### config.mk
export PLATFORM = sky130hd
export DESIGN_NAME = cgct_div
export DESIGN_NICKNAME = d
export VERILOG_FILES = /design/src/hdl/cgct_pkg.sv /design/src/hdl/cgct_div.sv
export SDC_FILE = /design/constraint.sdc
export NUM_CORES = 1
export LEC_CHECK = 0
export BUFFER_PORTS_ARGS = -buffer_cell sky130_fd_sc_hd__buf_4
export CAP_MARGIN = 20
export CORE_MARGIN = 1
export CORE_UTILIZATION = 45
export CTS_CLUSTER_SIZE = 28
export DETAILED_ROUTE_END_ITERATION = 12
export PLACE_DENSITY = 0.69
export SYNTH_ARGS = -nofsm -noshare
export SYNTH_HDL_FRONTEND = slang
export SYNTH_SLANG_ARGS = --single-unit
### constraint.sdc
create_clock -name clk -period 3.2 [get_ports clk]
set_input_delay 0.8 -clock clk [delete_from_list [all_inputs] [get_ports clk]]
set_output_delay 0.8 -clock clk [all_outputs]
set_load 0.05 [all_outputs]
### src/hdl/cgct_pkg.sv
// ---------------------------------------------------------------------------
// cgct_pkg: shared types and constants of the cyclic gradient colour table
// Table geometry, stop record layout, sequencer states and index helper.
// ---------------------------------------------------------------------------
package cgct_pkg;

  localparam int TABLE_SIZE     = 256;
  localparam int POSITION_RANGE = 1024;
  localparam int MAX_STOPS      = 16;

  localparam int TBL_AW  = $clog2(TABLE_SIZE);
  localparam int SPAN_W  = TBL_AW + 1;
  localparam int COLOR_W = 8;
  localparam int NUM_W   = COLOR_W + TBL_AW;
  localparam int POS_W   = 10;
  localparam int LOOK_W  = 16;
  localparam int SAW     = $clog2(MAX_STOPS);
  localparam int CNT_W   = $clog2(MAX_STOPS + 1);

  // Request opcodes
  localparam logic [1:0] OP_CLEAR  = 2'd0;
  localparam logic [1:0] OP_ADD    = 2'd1;
  localparam logic [1:0] OP_LOOKUP = 2'd2;

  typedef struct packed {
    logic [COLOR_W-1:0] blue;
    logic [COLOR_W-1:0] green;
    logic [COLOR_W-1:0] red;
    logic [POS_W-1:0]   pos;
  } stop_t;

  typedef enum logic [3:0] {
    ST_IDLE,
    ST_ADD_RD,
    ST_ADD_CMP,
    ST_LK_CLR,
    ST_RB_RD0,
    ST_RB_LD0,
    ST_RB_RDM,
    ST_RB_LDM,
    ST_RB_MULA,
    ST_RB_MULB,
    ST_RB_DIVGO,
    ST_RB_DIV,
    ST_RB_WR,
    ST_LK_RD,
    ST_FINISH
  } state_t;

  // Map a stop position (or rotation) onto a table index, modulo the table
  function automatic logic [TBL_AW-1:0] pos_to_index(input logic [POS_W-1:0] pos);
    logic [31:0] p;
    p = (32'(pos) * TABLE_SIZE) / POSITION_RANGE;
    return p[TBL_AW-1:0];
  endfunction

endpackage

### src/hdl/cgct_div.sv
// ---------------------------------------------------------------------------
// cgct_div: bit-serial restoring divider for the interpolation step
// Divides a numerator known to be below 256 * den, one quotient bit a cycle.
// ---------------------------------------------------------------------------
module cgct_div (
  input  logic                          clk,
  input  logic                          rst_n,
  input  logic                          start,
  input  logic [cgct_pkg::NUM_W-1:0]    num,
  input  logic [cgct_pkg::SPAN_W-1:0]   den,
  output logic                          done,
  output logic [cgct_pkg::COLOR_W-1:0]  quo
);

  localparam int CW = cgct_pkg::COLOR_W;
  localparam int RW = cgct_pkg::SPAN_W;

  logic [RW-1:0]         rem_r;
  logic [CW-1:0]         quo_r;
  logic [$clog2(CW)-1:0] cnt_r;
  logic                  busy_r;
  logic                  done_r;
  logic [RW:0]           trial;
  logic                  fits;

  // Trial subtract of the divisor from the shifted remainder
  assign trial = {rem_r, quo_r[CW-1]};
  assign fits  = trial >= {1'b0, den};

  always_ff @(posedge clk) begin
    if (!rst_n) begin
      busy_r <= 1'b0;
      done_r <= 1'b0;
      cnt_r  <= '0;
    end else begin
      done_r <= 1'b0;
      if (start) begin
        busy_r <= 1'b1;
        cnt_r  <= '0;
      end else if (busy_r) begin
        cnt_r <= cnt_r + 1'b1;
        if (cnt_r == ($clog2(CW))'(CW - 1)) begin
          busy_r <= 1'b0;
          done_r <= 1'b1;
        end
      end
    end
  end

  // Datapath: load the upper numerator bits as remainder, shift in the rest
  always_ff @(posedge clk) begin
    if (start) begin
      rem_r <= {1'b0, num[cgct_pkg::NUM_W-1:CW]};
      quo_r <= num[CW-1:0];
    end else if (busy_r) begin
      rem_r <= fits ? RW'(trial - {1'b0, den}) : trial[RW-1:0];
      quo_r <= {quo_r[CW-2:0], fits};
    end
  end

  assign done = done_r;
  assign quo  = quo_r;

endmodule

* Word-level counts from Yosys, hierarchy flattened
Cells that the tools add are included.
** Word-level totals
- Register bits :: 22
- Input port bits :: 28
- Output and inout port bits :: 9
- Logic and storage cells :: 24
** Cells by class
- Add/sub/neg operators :: 2
- Magnitude comparators :: 1
- Equal/unequal tests :: 1
- Multiplexer cells :: 9
- Bitwise logic cells :: 2
- Reduce and logical (&&, ||, !) cells :: 3
** Operators with widths (number)
- $mux 8 :: 4
- $ge 10x9->1 :: 1
- $mux 9 :: 1
- $sub 9x9->9 :: 1
- $mux 1 :: 4
- $add 3x1->3 const B :: 1
- $eq 3x3->1 const B :: 1
- $reduce_or 3->1 :: 1
- $not 1->1 :: 2
- $reduce_bool 2->1 :: 1
- $reduce_or 2->1 :: 1

* Depth between registers and ports, before layout
- Word-level depth :: 4
- Mapped depth :: 11
- Mapped depth without buffers :: 10

* Worst setup path after synthesis
No wires, ideal clock.
- Path kind :: in2reg
- Start :: input port den[0] (netlist bit)
- End :: register rem_r[1], data pin
- Library setup time :: 260 ps
- Data arrival time :: 2793 ps
- Data required time :: 2940 ps
- Setup slack :: 147 ps
- Stages :: 9
- Path buffers :: 0
- Cell sequence :: ha_1 > inv_1 > fa_1 > a211oi_2 > o21ai_1 > a211o_1 > a21oi_2 > mux2_2 > mux2_2
** On the way
- Word-level cells in the longest chain between the ends :: 4
- Elaborated cells between the ends (all ways) :: 5
- Classes of those cells :: add/sub (1); order compare (1); mux (3)
** RTL lines
- start, declared :: line cgct_div.sv:10 : input logic [cgct_pkg::SPAN_W-1:0] den,
- $sub 9x9->9 or $ge 10x9->1 (tied branches) :: line cgct_div.sv:56, cgct_div.sv:28
- $mux 9 (*) :: line cgct_div.sv:56 : rem_r <= fits ? RW'(trial - {1'b0, den}) : trial[RW-1:0];
- $mux 8 (*) :: line cgct_div.sv:55 : end else if (busy_r) begin
- $mux 8 (*) :: line cgct_div.sv:52 : if (start) begin
- end signal, assigned :: line cgct_div.sv:53 : rem_r <= {1'b0, num[cgct_pkg::NUM_W-1:CW]};
- end signal, assigned :: line cgct_div.sv:56
- end, declared :: line cgct_div.sv:18 : logic [RW-1:0] rem_r;
Mark *: on every way between the ends. The rest lies on a longest branch, timed or not. The select of a mux whose other input is x is not followed.
A chain may end at the register's enable or synchronous reset.

* Worst setup path in the final report
- Start :: input port den[0] (netlist bit)
- End :: register rem_r[6], data pin
The elaborated chain is that of the path after synthesis.

==> results.py <==
metrics = {
    "placed_design": {
        "gp_congestion": 0.821,
        "hpwlAfterDp_um": 2250,
        "place_area_mm2": 0.00181,
        "port_buffers": 36,
    },
    "drt": {
        "drc": 0,
        "via_count": 1169,
        "avgRoutedWirePerCell_um": 13.2,
        "viasPerCell": 5.17,
        "drt_wl_total_um": 2990,
        "drt_iter0_drc": 34,
        "final_antenna_net_count": 0,
        "first_pass_iters": 4,
    },
    "clock_network": {
        "root_buffer": "clkbuf_4",
        "cts.sinks": 22,
        "clkTransAtPathRegs_ps": 130,
        "h-tree-depth": 1,
        "postCtsSetupRepairBufs": 0,
        "cts_tree": "built",
        "ctsLongestPathBuffers": 2,
        "cts_inserted_buffers": 3,
        "clk_latency_ps": 310,
        "cts_resized": 0,
        "cts_hold_buf": 0,
    },
    "synthesis": {
        "yosysUniqueCellTypes": 43,
        "synthFlopType": "edfxtp_1",
        "synthTopCellsByArea": "edfxtp_1, ha_1, mux2_2, dfxtp_1, mux2i_1",
        "synth_edf_count": 16,
        "synth_cells": 143,
        "synth-adder-area-share_pct": 10.5,
        "ys_seq_area_share_pct": 40.2,
        "async_flop_share_pct": 0,
        "syn-cell-area_mm2": 0.00150,
        "ys_ff_latch": 22,
        "synth_top_family_by_area": "compound AO/OA/AOI/OAI gates",
        "yosys.area_share.xor_xnor_pct": 2.93,
        "synth_simple_gate_area_share_pct": 12.5,
        "synth_nets": 183,
        "yosys_warnings": 0,
        "synth_top_area_share_pct": 32.1,
        "synth_largest_area_cell": "edfxtp_1",
        "synth_compound_area_share_pct": 15.6,
        "avgSynthCellArea_um2": 10.5,
        "synthMuxAreaShare_pct": 12.4,
    },
    "worst_setup_path": {
        "endpoint_kind": "register",
        "startpoint_type": "input port",
        "slowest_delay_ps": 430,
        "worstPathArrival_ps": 3000,
        "crit_top_cell": "mux2_2",
        "crit_chain": "buf_4, ha_1, inv_1, fa_1, a211oi_2, o21ai_1, a211o_1, a21oi_2, mux2_2, mux2_2",
        "critPathSlowestCell": "fa_1",
        "critPathKind": "in2reg",
        "required_ps": 3280,
        "worst-path-max-fanout": 4,
    },
    "power": {
        "ir_drop_mv": 0.331,
        "pwr_density_cell_mw_per_mm2": 548,
        "p_leak_nw": 0.833,
    },
    "timing": {
        "tightest_slew_ps": 670,
        "fmax_mhz": 342,
        "holdWs_ps": 531,
        "drv_slew": 0,
        "setup-violations-final": 0,
        "hold_viol_final": 0,
        "skew_ps": 7.89,
        "slew_headroom_pct": 55.3,
        "period_share_pct": 91.3,
        "rsz0062_at_grt": "no",
        "fin_crit_ps": 2920,
    },
    "floorplanning": {
        "start_util_pct": 48.2,
        "core_mm2": 0.00310,
        "die_h_um": 59.6,
        "dieArea_mm2": 0.00356,
        "io-pin-count": 37,
        "placement_rows": 20,
        "die_x_um": 59.6,
    },
    "global_route": {
        "grt_max_degree": 29,
        "first_global_vias": 1215,
        "grt_overflow": 0,
        "track_usage_pct": 18.8,
        "grt_pass1_wl_um": 5110,
        "grt_antenna_before_repair": 0,
    },
    "finish": {
        "drive_gt1_share_pct": 35.7,
        "area_growth_pct": 24.3,
        "diodes": 0,
        "layout.nets": 223,
        "seq_area_um2": 601,
        "fillers": 295,
        "final_common_cell": "buf_4",
        "final_area_mm2": 0.00186,
        "multiInputGateArea_um2": 806,
        "mostFrequentLayoutCells": "buf_4, edfxtp_1, inv_1",
    },
    "run": {
        "maxCapViolations": 0,
    },
    "run_status": {
        "status": "completed",
    },
    "hold_path": {
        "hp-class": "reg2reg",
    },
}
## layout make-up
type,count,area share (%)
inverters,13,2.63
flip-flops and latches,22,32.3
repair buffers,40,16.2
multi-input cells,103,43.4
clock buffers,4,2.56
well taps,44,2.96
## layer usage
layer / track usage [%] / routed length [um]
met2: 31.9 / 1410
met3: 3.28 / 147
met5: 0 / 0
met1: 24.1 / 1400
met4: 6.31 / 35
## flip-flops by register name (all words and copies together) (netlist names)
register,cells
cnt_r,3
done,1
busy_r,1
quo,8
rem_r,9
## power breakdown
| part | switching (W) | internal [W] |
|---|---|---|
| combinational | 0.000231 | 0.000212 |
| sequential | 0.0000271 | 0.000358 |
| clock | 0.0000949 | 0.0000953 |
## worst max-delay path: cells and delay by family
kind	cells	cell delay, ps
buffers and inverters	2	130
adder cells (fa/ha/maj)	2	570
multiplexers	2	600
AO/OA/AOI/OAI	4	900
## metrics by stage
stage	setup slack, ps	std cells	total power (W)	util [%]	TNS, ps
after floorplan	147	143	0.000719	-	0
after global placement	-26.5	222	0.000825	58.3	-52.9
after detailed placement	-63.1	222	0.000833	58.3	-121
after CTS	277	226	0.00103	59.9	0
after global routing	134	226	0.00108	59.9	0
final	277	226	0.00102	59.9	0
## kinds of logic after synthesis
| family | after synthesis |
|---|---|
| simple gates | 36 |
| compound gates | 33 |
| flops | 22 |
| buf+inv | 18 |
| mux | 17 |
| fa+ha+maj | 12 |
| xor+xnor | 5 |
## synthesized netlist by cell type, types with 3 or more instances
library cell   n
a21oi_1        8
dfxtp_1        6
edfxtp_1      16
ha_1          11
inv_1         13
mux2_2        12
mux2i_1        5
nand2_1       11
nand2b_1       3
nor2_1        10
o21a_1         3
o21ai_0        5
xnor2_1        3
## path summary, 6_finish.rpt
path / slack (ps) / endpoint / cells past startpoint / start
min: 530 / rem_r[8] / 1 / rem_r[8]
max: 280 / rem_r[6] / 10 / den[0]
min reg2reg: 530 / rem_r[8] / 1 / rem_r[8]
max reg2reg: 320 / rem_r[6] / 10 / quo[7]
Power figures use the tool's default switching activity.
